===== src/button_ladder_debounce_encoder_scan_top_assert.svh =====
// Assertion macros for the button scan block.
// Used by button_ladder_debounce_encoder_scan_top; expects i_clk and i_rst_n in scope.
`ifndef BUTTON_LADDER_DEBOUNCE_ENCODER_SCAN_TOP_ASSERT_SVH
`define BUTTON_LADDER_DEBOUNCE_ENCODER_SCAN_TOP_ASSERT_SVH

// Same-cycle implication, checked outside reset
`define BLD_ASSERT_SAME(label, ante, cons, msg) \
    label: assert property (@(posedge i_clk) disable iff (!i_rst_n) (ante) |-> (cons)) \
        else $error(msg);

// Next-cycle implication, checked outside reset
`define BLD_ASSERT_NEXT(label, ante, cons, msg) \
    label: assert property (@(posedge i_clk) disable iff (!i_rst_n) (ante) |=> (cons)) \
        else $error(msg);

`endif


===== src/bld_pkg.sv =====
// Package for the button scan block: sizes, register indexes, item and status types.
// No dependencies; imported by every module of the block.
`timescale 1ns / 1ps

package bld_pkg;

    // Block sizes
    localparam int unsigned DIGITAL_PINS       = 21;
    localparam int unsigned LADDERS            = 2;
    localparam int unsigned BUTTONS_PER_LADDER = 6;
    localparam int unsigned ENCODERS           = 6;
    localparam int unsigned PLAIN_BUTTONS      = 9;

    localparam int unsigned LADDER_BITS    = LADDERS * BUTTONS_PER_LADDER;
    localparam int unsigned VIRTUAL_INPUTS = DIGITAL_PINS + LADDER_BITS;
    // span of levels the encoders may address; beyond the inputs they read released
    localparam int unsigned ENC_SPAN       = PLAIN_BUTTONS + 2 * ENCODERS;
    localparam int unsigned ENC_PAD_BITS   = VIRTUAL_INPUTS + ENC_SPAN;

    // Fixed field widths
    localparam int unsigned PIN_FIELD_W  = 21;
    localparam int unsigned SAMPLE_W     = 8;
    localparam int unsigned LEVELS_W     = 33;
    localparam int unsigned TURN_W       = 6;
    localparam int unsigned CFG_DATA_W   = 8;
    localparam int unsigned CFG_INDEX_W  = 3;
    localparam int unsigned LADDER_LIMITS = 6;

    // Debounce counter
    localparam int unsigned COUNT_W = 8;
    localparam logic [COUNT_W-1:0] COUNT_MAX = '1;

    // Heartbeat
    localparam int unsigned HB_COUNT_W      = 9;
    localparam int unsigned HEARTBEAT_LIMIT = 500;

    // Register indexes
    localparam logic [CFG_INDEX_W-1:0] CFG_DEBOUNCE_TICKS     = 3'd0;
    localparam logic [CFG_INDEX_W-1:0] CFG_LADDER_LIMIT_ONE   = 3'd1;
    localparam logic [CFG_INDEX_W-1:0] CFG_LADDER_LIMIT_TWO   = 3'd2;
    localparam logic [CFG_INDEX_W-1:0] CFG_LADDER_LIMIT_THREE = 3'd3;
    localparam logic [CFG_INDEX_W-1:0] CFG_LADDER_LIMIT_FOUR  = 3'd4;
    localparam logic [CFG_INDEX_W-1:0] CFG_LADDER_LIMIT_FIVE  = 3'd5;
    localparam logic [CFG_INDEX_W-1:0] CFG_LADDER_LIMIT_SIX   = 3'd6;

    // Register reset values
    localparam logic [CFG_DATA_W-1:0] DEBOUNCE_TICKS_RST = 8'd5;
    localparam logic [LADDER_LIMITS-1:0][CFG_DATA_W-1:0] LADDER_LIMITS_RST =
        {8'd234, 8'd191, 8'd149, 8'd106, 8'd64, 8'd21};

    // Encoder state
    typedef enum logic [1:0] {
        ENC_IDLE = 2'd0,
        ENC_CW   = 2'd1,
        ENC_CCW  = 2'd2
    } t_enc_mode;

    // Input item
    typedef struct packed {
        logic [PIN_FIELD_W-1:0] pin_levels;
        logic                   adc_fresh;
        logic [SAMPLE_W-1:0]    ladder_sample_a;
        logic [SAMPLE_W-1:0]    ladder_sample_b;
    } t_in_item;

    // Result item
    typedef struct packed {
        logic [LEVELS_W-1:0] debounced_levels;
        logic [TURN_W-1:0]   turning_clockwise;
        logic [TURN_W-1:0]   turning_counterclockwise;
        logic                heartbeat_led;
    } t_out_item;

    // Ladder thresholds handed to the decoder
    typedef struct packed {
        logic [LADDER_LIMITS-1:0][CFG_DATA_W-1:0] limits;
    } t_ladder_cfg;

    // Encoder status after one tick
    typedef struct packed {
        logic [ENCODERS-1:0] cw;
        logic [ENCODERS-1:0] ccw;
    } t_enc_status;

endpackage


===== src/bld_ladder_decode.sv =====
// Resistor-ladder decoder: maps each ADC sample to at most one active-low virtual button.
// Depends on bld_pkg.
`timescale 1ns / 1ps

module bld_ladder_decode
    import bld_pkg::*;
(
    input  t_ladder_cfg             i_cfg,
    input  logic [SAMPLE_W-1:0]     i_sample_a,
    input  logic [SAMPLE_W-1:0]     i_sample_b,
    output logic [LADDER_BITS-1:0]  o_levels
);

    logic [1:0][SAMPLE_W-1:0] w_samples;

    assign w_samples = {i_sample_b, i_sample_a};

    // First threshold the sample lies below picks the pressed button
    always_comb begin
        logic hit;
        o_levels = '1;
        for (int l = 0; l < LADDERS; l++) begin
            hit = 1'b0;
            for (int k = 0; k < BUTTONS_PER_LADDER; k++) begin
                if (!hit && (w_samples[l] < i_cfg.limits[k])) begin
                    o_levels[l * BUTTONS_PER_LADDER + k] = 1'b0;
                    hit = 1'b1;
                end
            end
        end
    end

endmodule


===== src/bld_debounce.sv =====
// Per-input stability counters; a level is accepted once stable for the set tick count.
// Depends on bld_pkg.
`timescale 1ns / 1ps

module bld_debounce
    import bld_pkg::*;
(
    input  logic                      i_clk,
    input  logic                      i_rst_n,
    input  logic                      i_en,
    input  logic [VIRTUAL_INPUTS-1:0] i_sampled,
    input  logic [CFG_DATA_W-1:0]     i_debounce_ticks,
    output logic [VIRTUAL_INPUTS-1:0] o_levels
);

    logic [VIRTUAL_INPUTS-1:0]              r_last;
    logic [VIRTUAL_INPUTS-1:0]              r_accepted;
    logic [VIRTUAL_INPUTS-1:0][COUNT_W-1:0] r_count;
    logic [VIRTUAL_INPUTS-1:0][COUNT_W-1:0] n_count;

    // Counter update and acceptance, one lane per input
    always_comb begin
        for (int v = 0; v < VIRTUAL_INPUTS; v++) begin
            if (r_last[v] == i_sampled[v]) begin
                n_count[v] = (r_count[v] == COUNT_MAX) ? r_count[v] : r_count[v] + 1'b1;
            end else begin
                n_count[v] = '0;
            end
            o_levels[v] = (n_count[v] >= i_debounce_ticks) ? i_sampled[v] : r_accepted[v];
        end
    end

    // State registers, advanced once per tick
    always_ff @(posedge i_clk) begin
        if (!i_rst_n) begin
            r_last     <= '0;
            r_accepted <= '0;
            r_count    <= '0;
        end else if (i_en) begin
            r_last     <= i_sampled;
            r_accepted <= o_levels;
            r_count    <= n_count;
        end
    end

endmodule


===== src/bld_encoder.sv =====
// Detent encoders: idle / clockwise / counterclockwise state machine per encoder.
// Depends on bld_pkg.
`timescale 1ns / 1ps

module bld_encoder
    import bld_pkg::*;
(
    input  logic                      i_clk,
    input  logic                      i_rst_n,
    input  logic                      i_en,
    input  logic [VIRTUAL_INPUTS-1:0] i_levels,
    output t_enc_status               o_status
);

    // Encoder pins past the virtual inputs read released
    logic [ENC_PAD_BITS-1:0] w_pad;

    assign w_pad = {{ENC_SPAN{1'b1}}, i_levels};

    for (genvar e = 0; e < ENCODERS; e++) begin : g_enc
        t_enc_mode r_mode;
        t_enc_mode n_mode;
        logic      r_last_a;
        logic      r_last_b;
        logic      w_a;
        logic      w_b;

        assign w_a = w_pad[PLAIN_BUTTONS + 2 * e];
        assign w_b = w_pad[PLAIN_BUTTONS + 2 * e + 1];

        // State register
        always_ff @(posedge i_clk) begin
            if (!i_rst_n) begin
                r_mode   <= ENC_IDLE;
                r_last_a <= 1'b1;
                r_last_b <= 1'b1;
            end else if (i_en) begin
                r_mode   <= n_mode;
                r_last_a <= w_a;
                r_last_b <= w_b;
            end
        end

        // Next state
        always_comb begin
            unique case (r_mode)
                ENC_CW: begin
                    n_mode = w_a ? ENC_IDLE : ENC_CW;
                end
                ENC_CCW: begin
                    n_mode = w_b ? ENC_IDLE : ENC_CCW;
                end
                default: begin
                    if (!w_a && r_last_a && w_b) begin
                        n_mode = ENC_CW;
                    end else if (!w_b && r_last_b && w_a) begin
                        n_mode = ENC_CCW;
                    end else begin
                        n_mode = ENC_IDLE;
                    end
                end
            endcase
        end

        // Status bits
        assign o_status.cw[e]  = (n_mode == ENC_CW);
        assign o_status.ccw[e] = (n_mode == ENC_CCW);
    end

endmodule


===== src/button_ladder_debounce_encoder_scan_top.sv =====
// Top level of the button scan block: input register, config registers, heartbeat,
// result register. Depends on bld_pkg, bld_ladder_decode, bld_debounce, bld_encoder.
`timescale 1ns / 1ps
//
// Usage
//   Each input item is one scan tick: 21 raw active-low pin levels and, when
//   adc_fresh is set, one new sample per resistor ladder. Each tick gives exactly
//   one result item: 33 debounced levels, clockwise and counterclockwise flags
//   for six encoders and the heartbeat LED level.
//   Both channels are valid/ready. An item accepted into the input register is
//   processed from there and its result is captured in the result register.
//   One item per cycle is sustained while the receiver does not stall; the rate
//   is set by the single processing stage between input and result register.
//   When the receiver stalls, the result register holds its item and the input
//   register holds the next one; a third item is refused until the result drains.
//   The configuration port writes a register at any edge with i_cfg_we high;
//   index 0 is the debounce tick count, indexes 1 to 6 the ladder thresholds,
//   higher indexes are ignored. Write it only while the block is idle.
//   Synchronous reset restores the register defaults, clears all counters,
//   levels and encoder states and empties both pipeline registers.
//
module button_ladder_debounce_encoder_scan_top
    import bld_pkg::*;
(
    input  logic                    i_clk,
    input  logic                    i_rst_n,
    input  logic                    i_in_valid,
    output logic                    o_in_ready,
    input  t_in_item                i_in_item,
    output logic                    o_out_valid,
    input  logic                    i_out_ready,
    output t_out_item               o_out_item,
    input  logic                    i_cfg_we,
    input  logic [CFG_INDEX_W-1:0]  i_cfg_index,
    input  logic [CFG_DATA_W-1:0]   i_cfg_data
);

    logic                      r_in_valid;
    t_in_item                  r_in;
    logic                      r_out_valid;
    t_out_item                 r_out;
    logic                      w_adv;

    logic [CFG_DATA_W-1:0]     r_debounce_ticks;
    t_ladder_cfg               r_ladder_cfg;

    logic [LADDER_BITS-1:0]    r_ladder_levels;
    logic [LADDER_BITS-1:0]    n_ladder_levels;
    logic [LADDER_BITS-1:0]    w_decoded;
    logic [VIRTUAL_INPUTS-1:0] w_sampled;
    logic [VIRTUAL_INPUTS-1:0] w_levels;
    t_enc_status               w_enc;

    logic [HB_COUNT_W-1:0]     r_hb_count;
    logic [HB_COUNT_W-1:0]     n_hb_count;
    logic                      r_hb_level;
    logic                      n_hb_level;

    // Handshake: process when the result register is free or being emptied
    assign w_adv       = r_in_valid && (!r_out_valid || i_out_ready);
    assign o_in_ready  = !r_in_valid || w_adv;
    assign o_out_valid = r_out_valid;
    assign o_out_item  = r_out;

    // Input register
    always_ff @(posedge i_clk) begin
        if (!i_rst_n) begin
            r_in_valid <= 1'b0;
        end else if (o_in_ready) begin
            r_in_valid <= i_in_valid;
        end
    end

    always_ff @(posedge i_clk) begin
        if (i_in_valid && o_in_ready) begin
            r_in <= i_in_item;
        end
    end

    // Configuration registers
    always_ff @(posedge i_clk) begin
        if (!i_rst_n) begin
            r_debounce_ticks    <= DEBOUNCE_TICKS_RST;
            r_ladder_cfg.limits <= LADDER_LIMITS_RST;
        end else if (i_cfg_we) begin
            unique case (i_cfg_index)
                CFG_DEBOUNCE_TICKS:     r_debounce_ticks       <= i_cfg_data;
                CFG_LADDER_LIMIT_ONE:   r_ladder_cfg.limits[0] <= i_cfg_data;
                CFG_LADDER_LIMIT_TWO:   r_ladder_cfg.limits[1] <= i_cfg_data;
                CFG_LADDER_LIMIT_THREE: r_ladder_cfg.limits[2] <= i_cfg_data;
                CFG_LADDER_LIMIT_FOUR:  r_ladder_cfg.limits[3] <= i_cfg_data;
                CFG_LADDER_LIMIT_FIVE:  r_ladder_cfg.limits[4] <= i_cfg_data;
                CFG_LADDER_LIMIT_SIX:   r_ladder_cfg.limits[5] <= i_cfg_data;
                default: ;
            endcase
        end
    end

    // Ladder decode; ladder levels hold between fresh samples
    bld_ladder_decode u_ladder (
        .i_cfg      (r_ladder_cfg),
        .i_sample_a (r_in.ladder_sample_a),
        .i_sample_b (r_in.ladder_sample_b),
        .o_levels   (w_decoded)
    );

    assign n_ladder_levels = r_in.adc_fresh ? w_decoded : r_ladder_levels;
    assign w_sampled       = {n_ladder_levels, r_in.pin_levels[DIGITAL_PINS-1:0]};

    always_ff @(posedge i_clk) begin
        if (!i_rst_n) begin
            r_ladder_levels <= '0;
        end else if (w_adv) begin
            r_ladder_levels <= n_ladder_levels;
        end
    end

    // Debounce
    bld_debounce u_debounce (
        .i_clk            (i_clk),
        .i_rst_n          (i_rst_n),
        .i_en             (w_adv),
        .i_sampled        (w_sampled),
        .i_debounce_ticks (r_debounce_ticks),
        .o_levels         (w_levels)
    );

    // Encoders
    bld_encoder u_encoder (
        .i_clk    (i_clk),
        .i_rst_n  (i_rst_n),
        .i_en     (w_adv),
        .i_levels (w_levels),
        .o_status (w_enc)
    );

    // Heartbeat: toggle on the tick that finds the count past the limit
    always_comb begin
        if (r_hb_count > HB_COUNT_W'(HEARTBEAT_LIMIT)) begin
            n_hb_count = '0;
            n_hb_level = !r_hb_level;
        end else begin
            n_hb_count = r_hb_count + 1'b1;
            n_hb_level = r_hb_level;
        end
    end

    always_ff @(posedge i_clk) begin
        if (!i_rst_n) begin
            r_hb_count <= '0;
            r_hb_level <= 1'b0;
        end else if (w_adv) begin
            r_hb_count <= n_hb_count;
            r_hb_level <= n_hb_level;
        end
    end

    // Result register
    always_ff @(posedge i_clk) begin
        if (!i_rst_n) begin
            r_out_valid <= 1'b0;
        end else if (w_adv) begin
            r_out_valid <= 1'b1;
        end else if (i_out_ready) begin
            r_out_valid <= 1'b0;
        end
    end

    always_ff @(posedge i_clk) begin
        if (w_adv) begin
            r_out.debounced_levels         <= LEVELS_W'(w_levels);
            r_out.turning_clockwise        <= TURN_W'(w_enc.cw);
            r_out.turning_counterclockwise <= TURN_W'(w_enc.ccw);
            r_out.heartbeat_led            <= n_hb_level;
        end
    end

    // Checks
`include "button_ladder_debounce_encoder_scan_top_assert.svh"

    `BLD_ASSERT_SAME(a_enc_exclusive, o_out_valid,
        (o_out_item.turning_clockwise & o_out_item.turning_counterclockwise) == '0,
        "encoder flagged clockwise and counterclockwise at once")
    `BLD_ASSERT_SAME(a_hb_range, 1'b1, r_hb_count <= HB_COUNT_W'(HEARTBEAT_LIMIT + 1),
        "heartbeat count past its wrap point")
    `BLD_ASSERT_NEXT(a_in_hold, r_in_valid && !w_adv, r_in_valid,
        "stalled input item dropped")
    `BLD_ASSERT_NEXT(a_ladder_one_hot, w_adv && r_in.adc_fresh,
        $countones(~r_ladder_levels[BUTTONS_PER_LADDER-1:0]) <= 1,
        "more than one ladder button pressed after a fresh sample")

endmodule

===== config.mk =====
export PLATFORM = sky130hd
export DESIGN_NAME = button_ladder_debounce_encoder_scan_top
export DESIGN_NICKNAME = d
export VERILOG_FILES = /design/src/bld_pkg.sv /design/src/bld_ladder_decode.sv /design/src/bld_debounce.sv /design/src/bld_encoder.sv /design/src/button_ladder_debounce_encoder_scan_top.sv
export VERILOG_INCLUDE_DIRS = /design/src /design/src/src
export SDC_FILE = /design/constraint.sdc
export NUM_CORES = 1
export LEC_CHECK = 0
export BUFFER_PORTS_ARGS = -buffer_cell sky130_fd_sc_hd__buf_2
export CAP_MARGIN = 20
export CELL_PAD_IN_SITES_DETAIL_PLACEMENT = 1
export CELL_PAD_IN_SITES_GLOBAL_PLACEMENT = 2
export CORE_ASPECT_RATIO = 1.2
export CORE_MARGIN = 1
export CORE_UTILIZATION = 36
export DETAILED_ROUTE_END_ITERATION = 10
export PLACE_DENSITY = 0.83
export SLEW_MARGIN = 40
export SYNTH_ARGS = -nofsm -noshare
export SYNTH_HDL_FRONTEND = slang
export SYNTH_HIERARCHICAL = 1
export SYNTH_SLANG_ARGS = --single-unit

===== constraint.sdc =====
create_clock -name i_clk -period 12.85 [get_ports i_clk]
set_input_delay 1.285 -clock i_clk [delete_from_list [all_inputs] [get_ports i_clk]]
set_output_delay 1.285 -clock i_clk [all_outputs]
set_load 0.02 [all_outputs]

# Word level (Yosys, flattened, before mapping)
# Cells that the tools add are included.
# op_classes
reduce_logical,72
eq_ne,96
addsub,34
mux,156
n_lt_le_gt_ge,46
# ops
op,count
2-to-1 mux 8 bit,66
"adder 8 x 1 -> 8 bit, second input constant",33
"equality test 8 bit, second input constant",33
>= comparator 8 bit,33
less-than comparator 8 bit,12
2-to-1 mux 1 bit,64
logical AND 1 bit,36
2-to-1 mux 2 bit,18
equality test 1 bit,33
zero test 1 bit,25
"equality test 2 x 1 -> 1 bit, second input constant",12
"equality test 2 bit, second input constant",12
case mux 2 bit (2 select lines),6
AND reduction 2 bit,7
2-to-1 mux 12 bit,1
"adder 9 x 1 -> 9 bit, second input constant",1
"equality test 3 bit, second input constant",3
"> comparator 9 bit, second input constant",1
2-to-1 mux 9 bit,1
"equality test 3 x 2 -> 1 bit, second input constant",2
"equality test 3 x 1 -> 1 bit, second input constant",1
zero test 3 bit,1
logical OR 1 bit,2
nonzero test 2 bit,1
# totals
input_bits,54
reg_bits,518
word_cells,477
out_inout_bits,48

# Depth between registers and ports, before layout
# Gate-level depths: netlist of the first run.
# logic_depth
word_depth,22
depth_mapped,17
ltp_nobuf,17

# By module
# The synthesis of the first run kept the hierarchy.
# modules_own_cells
mod,cells_each,seq_area_each_um2,area_per_inst_um2,instances
bld_debounce,3251,6606.3,25465.7,1
button_ladder_debounce_encoder_scan_top,469,4124.0,5706.7,1
bld_ladder_decode,257,0.0,2020.7,1
bld_encoder,168,480.5,1437.6,1

# Worst setup path before layout of the first run
# Ideal clock, no wire load.
# synth_path
path_type,register to register
from,reg r_in[9] (netlist name)
to,"reg r_out, in the netlist o_out_item[38] (data pin)"
setup_ns,0.264
synth_period_minus_slack_ns,4.033
setup_slack_ns,8.817
path_buffers,0
arrival_time_ns,3.769
required_time_ns,12.586
path_stages_with_launch,15
path_cell_list,edfxtp_1 -> ha_1 -> a21o_1 -> a211o_1 -> a221o_1 -> or4b_1 -> mux2_2 -> xnor2_1 -> nand2_1 -> ha_1 -> nand2b_1 -> a2111oi_0 -> nor3_1 -> o21ai_0 -> o31ai_1
# synth_via
elab_chain_cells,19
elab_cells_between_ends,23
cone_classes,order compare: 6; eq/ne: 1; mux: 8; reduce/logical: 8
# synth_lines
item,line,source
"start, declared",button_ladder_debounce_encoder_scan_top.sv:39,t_in_item r_in;
"start signal, assigned",button_ladder_debounce_encoder_scan_top.sv:76,r_in <= i_in_item;
less-than comparator 8 bit,bld_ladder_decode.sv:25,if (!hit && (w_samples[l] < i_cfg.limits[k])) begin
2-to-1 mux 1 bit,bld_ladder_decode.sv:25,
zero test 1 bit,bld_ladder_decode.sv:25,
logical AND 1 bit,bld_ladder_decode.sv:25,
2-to-1 mux 1 bit,bld_ladder_decode.sv:25,
zero test 1 bit,bld_ladder_decode.sv:25,
logical AND 1 bit,bld_ladder_decode.sv:25,
2-to-1 mux 1 bit,bld_ladder_decode.sv:25,
(+6 left out),n/a,
net w_decoded[4],button_ladder_debounce_encoder_scan_top.sv:49,logic [LADDER_BITS-1:0] w_decoded;
2-to-1 mux 12 bit (*),button_ladder_debounce_encoder_scan_top.sv:107,assign n_ladder_levels = r_in.adc_fresh ? w_decoded : r_ladder_levels;
net n_ladder_levels[4],button_ladder_debounce_encoder_scan_top.sv:48,logic [LADDER_BITS-1:0] n_ladder_levels;
equality test 1 bit,bld_debounce.sv:24,if (r_last[v] == i_sampled[v]) begin
2-to-1 mux 8 bit,bld_debounce.sv:24,
>= comparator 8 bit,bld_debounce.sv:29,o_levels[v] = (n_count[v] >= i_debounce_ticks) ? i_sampled[v] : r_accepted[v];
2-to-1 mux 1 bit (*),bld_debounce.sv:29,
net w_levels[25],button_ladder_debounce_encoder_scan_top.sv:51,logic [VIRTUAL_INPUTS-1:0] w_levels;
"end, declared",button_ladder_debounce_encoder_scan_top.sv:41,t_out_item r_out;
# The timed path passes the listed nets; every way through them passes the cells marked *.
# A chain may end at the register's enable or synchronous reset.

==> metrics.yaml, run 1 <==
hold_path:
  hp-start: "r_ladder_cfg[44]"
  min_path_type: "register to register"
  min_delay_path_depth: 2
  holdPathEnd: "r_ladder_cfg[44]"
outcome:
  status: "completed"
worst_setup_path:
  rr_startpoint: "r_in[1]"
  regToRegEndpoint: "o_out_item[44]"
  ff2ff_path_depth: 13
  crit_fanout: 8
  critPathArrivalTime_ps: 4960
  end_kind: "register"
  cp-start-kind: "register"
  rrSetupSlack_ps: 8270
  required_ps: 13230
  path_class: "register to register"
die:
  die_h_um: 342
  die_area_um2: 97400
  coreArea_um2: 95300
  num_io_pins: 102
  start_util_pct: 36.4
  core.rowCount: 124
  die_w_um: 285
logic_synthesis:
  synthFlopType: "dfxtp_1"
  synth_sequential_area_ratio_pct: 32.4
  synth_common_cells: "nand2_1, dfxtp_1, ha_1"
  ys_warn_count: 6
  synthTopCellsByArea: "dfxtp_1, ha_1, edfxtp_1"
  ys_ff_latch: 518
  syn_inst: 4145
  synth_top_area_share_pct: 25.1
  synth-edff-count: 84
  synthArstFlopShare_pct: 0
  synth.distinct_cells: 74
  synth.cell_area_um2: 34600
  synth.most_common_cell: "nand2_1"
  synth.largest_area_cell: "dfxtp_1"
  synthesis.nets: 4594
  avgSynthCellArea_um2: 8.35
timing:
  min_period_over_period_pct: 35.7
  maxSlewHeadroom_pct: 42.7
  tightest_slew_ps: 859
  totalNegativeSetupSlack_ps: 0
  hold_viol_final: 0
  worst_hold_slack_ps: 456
  period_needed_ps: 4580
  maxSlewViolCount: 0
  clock_skew_ps: 19.7
  rsz0062_at_grt: "false"
  setup_viol: 0
  fmax_mhz: 218
place:
  place_congestion: 0.787
  port_buffers: 101
  hpwl_um: 65400
  postPlaceCellArea_um2: 36300
routing:
  drc: 0
  dr_total_vias: 30700
  post_drt_wl_per_cell_um: 18.2
  drt-initial-drc-count: 1220
  antenna_left: 0
  drtPass1Iterations: 6
  routed_wl_um: 99800
  via_per_inst: 5.61
clocking:
  holdBufCountCts: 0
  postCtsSetupBuffers: 0
  cts.sinks: 518
  cts_tree: "done"
  cts.path.max_buffers: 3
  clk_latency_ps: 650
  clockRootBuffer: "clkbuf_16"
  path_clk_slew_ps: 60
  cts-buffers-inserted: 61
  cts_resized: 0
  ctsHtreeMaxLevel: 2
cells_and_area:
  multi_input_area_um2: 22200
  final_nets: 4618
  final_area_um2: 38300
  n_fill_cell: 11500
  insertedDiodeCount: 0
  syn_to_final_growth_pct: 10.5
  regArea_um2: 11200
  finish.utilization_pct: 40.2
  drive_above_1_share_pct: 7.56
grt:
  antenna_found_initial: 0
  grt.overflow.total: 0
  grt_pass1_wl_um: 163000
  grt_max_degree: 180
  grt_pass1_vias: 31100
  grt_usage_pct: 20.2
pwr:
  p_leak_nw: 15.4
  p_total_mw: 3.90
  vdd_drop_max_mv: 0.110
  p_per_area_nw_per_um2: 102
run:
  maxCapViolCount: 0
power breakdown:
| part | switching (mW) | internal [mW] |
|---|---|---|
| sequential | 0.0445 | 1.69 |
| clock | 0.730 | 0.968 |
| combinational | 0.306 | 0.161 |
worst max-delay path, stage by stage (launching register included):
cell and delay, ps:
edfxtp_1 500, ha_1 320, a21o_1 170, a211o_1 320, a221o_1 400, or4b_1 470, mux2_2 350, xor2_1 550
nor2_1 120, ha_1 300, a2111oi_0 380, nor3_1 130, o21ai_0 200, o31ai_1 100
sequential cells by signal, indices dropped and copies added, names as in the netlist:
signal and flops:
u_debounce/r_count 264, u_debounce/r_last 33, u_encoder/g_enc.r_last_a 6, r_debounce_ticks 8, u_encoder/g_enc.r_last_b 6, r_ladder_levels 12, r_hb_count 9, u_encoder/g_enc.r_mode 12
r_in_valid 1, r_in 38, o_out_item 46, r_hb_level 1, o_out_valid 1, r_ladder_cfg 48, u_debounce/r_accepted 33
cells in the final DEF (no fill, tap or decap), types with 68 or more instances in the layout:
cell type,Yosys,routed
nor3_1,156,156
xor2_1,104,99
a31oi_1,77,77
nand2_1,471,471
inv_1,145,135
nor2_1,357,356
o21ai_0,196,196
dfxtp_1,434,433
nand2b_1,68,68
nand4_1,120,120
buf_2,40,100
nand3_1,302,302
ha_1,395,395
a21oi_1,164,164
o21a_1,70,70
edfxtp_1,84,84
mux2i_1,140,140
o31ai_1,71,70
cell families after synthesis:
logic type | count (synthesis) | synth area share [%]
compound gates | 913 | 17.7
mux | 152 | 4.44
simple gates | 1687 | 23.3
flops | 518 | 32.4
buf+inv | 310 | 3.61
xor+xnor | 170 | 4.30
fa+ha+maj | 395 | 14.3
per-stage QoR:
step                worst slack, ps  instances
floorplan                      8820       4145
global placement               8000       5363
detailed placement             7890       5365
CTS                            8240       5478
global route                   8000       5479
finish                         8270       5479
routing by layer:
layer	GRT usage, %	wire, um	vias to the layer above	share of wire, %
met5	0	0	-	0
met2	36.2	48900	318	49
li1	-	-	15200	-
met3	2.60	2740	156	2.7
met1	25.0	45500	15000	46
met4	5.93	2680	0	2.7
worst max-delay path by stage:
stage	from	end	slack [ps]	cells past startpoint
2_1_floorplan	r_in[9]	o_out_item[38]	8820	14
3_3_place_gp	i_rst_n	u_debounce/r_count[23]	8000	6
3_5_place_dp	i_rst_n	u_debounce/r_count[23]	7890	6
4_1_cts	r_in[9]	o_out_item[38]	8240	14
5_1_grt	r_in[1]	o_out_item[44]	8000	13
6_report	r_in[1]	o_out_item[44]	8270	13
cell type report:
class / count / area share [%]
clock buffer: 94 / 4.65
tap: 1260 / 4.12
inverter: 145 / 1.48
multi-input combinational: 3317 / 58.0
timing repair buffer: 126 / 2.06
clock inverter: 19 / 0.350
sequential: 518 / 29.3
Power figures use the tool's default switching activity.
==> run 2, diff against run 1 <==
--- a/config.mk
+++ b/config.mk
@@ -6,6 +6,7 @@
 export SDC_FILE = /design/constraint.sdc
 export NUM_CORES = 1
 export LEC_CHECK = 0
+export ABC_AREA = 1
 export BUFFER_PORTS_ARGS = -buffer_cell sky130_fd_sc_hd__buf_2
 export CAP_MARGIN = 20
 export CELL_PAD_IN_SITES_DETAIL_PLACEMENT = 1
@@ -14,7 +15,7 @@
 export CORE_MARGIN = 1
 export CORE_UTILIZATION = 36
 export DETAILED_ROUTE_END_ITERATION = 10
-export PLACE_DENSITY = 0.83
+export PLACE_DENSITY = 0.88
 export SLEW_MARGIN = 40
 export SYNTH_ARGS = -nofsm -noshare
 export SYNTH_HDL_FRONTEND = slang
==> constraint.sdc (replaced) <==
create_clock -name i_clk -period 4.7 [get_ports i_clk]
set_input_delay 0.47 -clock i_clk [delete_from_list [all_inputs] [get_ports i_clk]]
set_output_delay 0.47 -clock i_clk [all_outputs]
set_load 0.02 [all_outputs]
==> run 2 against run 1 <==
  * The run now ends with design-rule violations left
  * Maximum frequency up 18%
  * Area after synthesis up 2.1%
  * Via count up 5.3%
  * Core utilization up 0.68 points
  * Power rose to 3.3 times the previous value
  * Clock power rose to 3.1 times the previous value
  * Global-route usage down 0.14 points
  * Synthesized cell count up 22%
  * Wire length about the same
  * Largest power group is now the clock network
==> metrics.yaml, run 2 <==
worst_setup_path:
  critPathArrivalTime_ps: 4290  # -670 ps
  required_ps: 5100  # -8130 ps
  cp-start-kind: "register"
  path_class: "register to register"
  crit_fanout: 6  # -2
  ff2ff_path_depth: 22  # +9
  rr_startpoint: "r_in[9]"
  regToRegEndpoint: "o_out_item[37]"
  end_kind: "register"
  rrSetupSlack_ps: 810  # -7450 ps
timing:
  hold_viol_final: 0  # unchanged
  fmax_mhz: 257  # +18%
  clock_skew_ps: 24.4  # +4.76 ps
  totalNegativeSetupSlack_ps: 0  # unchanged
  rsz0062_at_grt: "false"
  setup_viol: 0  # unchanged
  maxSlewHeadroom_pct: 41.7  # -1.0 points
  min_period_over_period_pct: 82.7  # +47 points
  tightest_slew_ps: 874  # +15.1 ps
  worst_hold_slack_ps: 51.4  # -404 ps
  maxSlewViolCount: 0  # unchanged
  period_needed_ps: 3890  # -697 ps
logic_synthesis:
  synth_sequential_area_ratio_pct: 31.7  # -0.67 points
  synthArstFlopShare_pct: 0  # unchanged
  synthFlopType: "dfxtp_1"
  synth-edff-count: 84  # unchanged
  synth.cell_area_um2: 35400  # +2.1%
  avgSynthCellArea_um2: 6.98  # -17%
  synth.largest_area_cell: "dfxtp_1"
  synthTopCellsByArea: "dfxtp_1, ha_1, nand2_1"
  synth_top_area_share_pct: 24.6  # -0.52 points
  ys_ff_latch: 518  # unchanged
  synth.distinct_cells: 42  # -43%
  synthesis.nets: 5518  # +20%
  ys_warn_count: 6  # unchanged
  syn_inst: 5069  # +22%
  synth.most_common_cell: "nand2_1"
  synth_common_cells: "nand2_1, inv_1, a21oi_1"
clocking:
  clk_latency_ps: 650  # about the same
  cts_resized: 0  # unchanged
  cts.sinks: 518  # unchanged
  path_clk_slew_ps: 60  # about the same
  cts-buffers-inserted: 60  # -1.6%
  cts_tree: "done"
  cts.path.max_buffers: 3  # unchanged
  ctsHtreeMaxLevel: 2  # unchanged
  postCtsSetupBuffers: 0  # unchanged
  clockRootBuffer: "clkbuf_16"
routing:
  drt-initial-drc-count: 1296  # +6.2%
  post_drt_wl_per_cell_um: 15.4  # -16%
  drc: 3  # +3
  via_per_inst: 4.99  # -11%
  drtPass1Iterations: 8  # +2
  antenna_left: 0  # unchanged
  routed_wl_um: 99800  # about the same
  dr_total_vias: 32300  # +5.3%
cells_and_area:
  top_register: "u_debounce/r_count"
  finish.utilization_pct: 40.9  # +0.68 points
  largest_register_ffs: 264  # unchanged
  regArea_um2: 11200  # unchanged
  final_nets: 5614  # +22%
  drive_above_1_share_pct: 8.44  # +0.87 points
  final_common_cell: "nand2_1"
  insertedDiodeCount: 0  # unchanged
  syn_to_final_growth_pct: 12.2
  multi_input_area_um2: 20200  # -9.2%
  final_cell_mix: "nand2_1, inv_1, a21oi_1"
  n_fill_cell: 12300  # +7.7%
die:
  die_w_um: 288  # +1.0%
  die_area_um2: 99500  # +2.1%
  num_io_pins: 102  # unchanged
  start_util_pct: 36.4  # +0.051 points
  core.rowCount: 125  # +0.81%
  coreArea_um2: 97100  # +2.0%
  die_h_um: 345  # +1.0%
pwr:
  p_leak_nw: 21.1  # +37%
  p_per_area_nw_per_um2: 323  # +220%
  vdd_drop_max_mv: 0.283  # +160%
  p_total_mw: 12.8  # +230%
grt:
  grt.overflow.total: 0  # unchanged
  grt_pass1_vias: 32900  # +5.7%
  grt_max_degree: 194  # +7.8%
  grt_usage_pct: 20.1  # -0.14 points
  antenna_found_initial: 1  # +1
  grt_pass1_wl_um: 165000  # +1.2%
place:
  hpwl_um: 69600  # +6.4%
  port_buffers: 101  # unchanged
  place_congestion: 0.796  # +1.2%
hold_path:
  hp-start: "i_in_item[3]"
  min_path_type: "input pin to register"
  holdPathEnd: "r_in[3]"
  min_delay_path_depth: 1  # -1
run:
  maxCapViolCount: 0  # unchanged
outcome:
  status: "finished, violations left"
  violations: "design-rule violations"
[run 2: cell types whose count changed in the layout (fill, tap and decap cells not counted), sizes merged, moves of 125 or more]
cell	delta
o21ai	+260
a21oi	+294
inv	+749
nor3	-125
mux2i	-140
nand2	+649
[run 2: layer usage]
layer	wire length, um	track usage [%]
met5	0	0
met4	2220	4.81
met3	2590	2.25
met2	48400	35.6
met1	46600	25.6
[run 2: final cells by class]
| class | instances | area share (%) |
|---|---|---|
| Clock buffer | 81 | 4.32 |
| Clock inverter | 32 | 1.17 |
| Inverter | 898 | 8.53 |
| Multi-Input combinational cell | 3524 | 50.8 |
| Sequential cell | 518 | 28.3 |
| Tap cell | 1270 | 4.00 |
| Timing Repair Buffer | 163 | 2.89 |
[run 2: how the worst max path moves through the flow]
stage,startpoint,endpoint,slack [ps],cells past startpoint
2_1_floorplan,r_in[5],o_out_item[45],1600,23
3_3_place_gp,r_in[1],o_out_item[43],950,22
3_5_place_dp,r_in[15],o_out_item[39],830,23
4_1_cts,r_in[15],o_out_item[39],780,23
5_1_grt,r_in[15],u_debounce/r_accepted[26],360,25
6_report,r_in[9],o_out_item[37],810,22
[run 2: report_power, final]
| group | switching [mW] | total, mW | internal (mW) |
|---|---|---|---|
| combinational | 1.58 | 2.46 | 0.884 |
| clock | 2.04 | 5.25 | 3.20 |
| sequential | 0.278 | 5.12 | 4.84 |
[run 2: what timing repair did]
action / 4_1_cts / 5_1_grt
setup endpoints to repair: 0 / 0
endpoints found under the hold margin: 32 / 0
hold buffers: 32 / 0
[run 2: cells by family (layout without fill, tap and decap cells)]
group,Yosys count,count (layout),synth area share (%)
AO/OA/AOI/OAI,1004,1004,15.0
adder cells (fa/ha/maj),395,395,14.0
AND/OR/NAND/NOR,2045,2045,25.7
buffers and inverters,1027,1174,11.2
flip-flops,518,518,31.7
XOR/XNOR,80,80,2.39
[run 2: worst max-delay path, stage by stage, from the launching register on]
cell,delay (ps)
edfxtp_1,480
ha_1,310
o21ai_0,70
nand2_1,100
nand3_1,80
nand2_1,80
a21oi_1,280
nand3_1,150
nand2_1,130
o21ai_0,220
xnor2_1,540
inv_1,160
a21oi_1,150
nand2_1,90
inv_1,70
ha_1,230
nand2_1,60
inv_1,30
nor2_1,70
o21a_1,150
nand2_1,60
nand2_1,70
nand2_1,60
[run 2: through the flow]
stage               area (um2)  setup WS (ps)  std cells
floorplan                35400           1600       5069
global placement         37200            946       6340
detailed placement       37200            835       6340
CTS                      39700            775       6485
global route             39700            360       6486
finish                   39700            814       6486
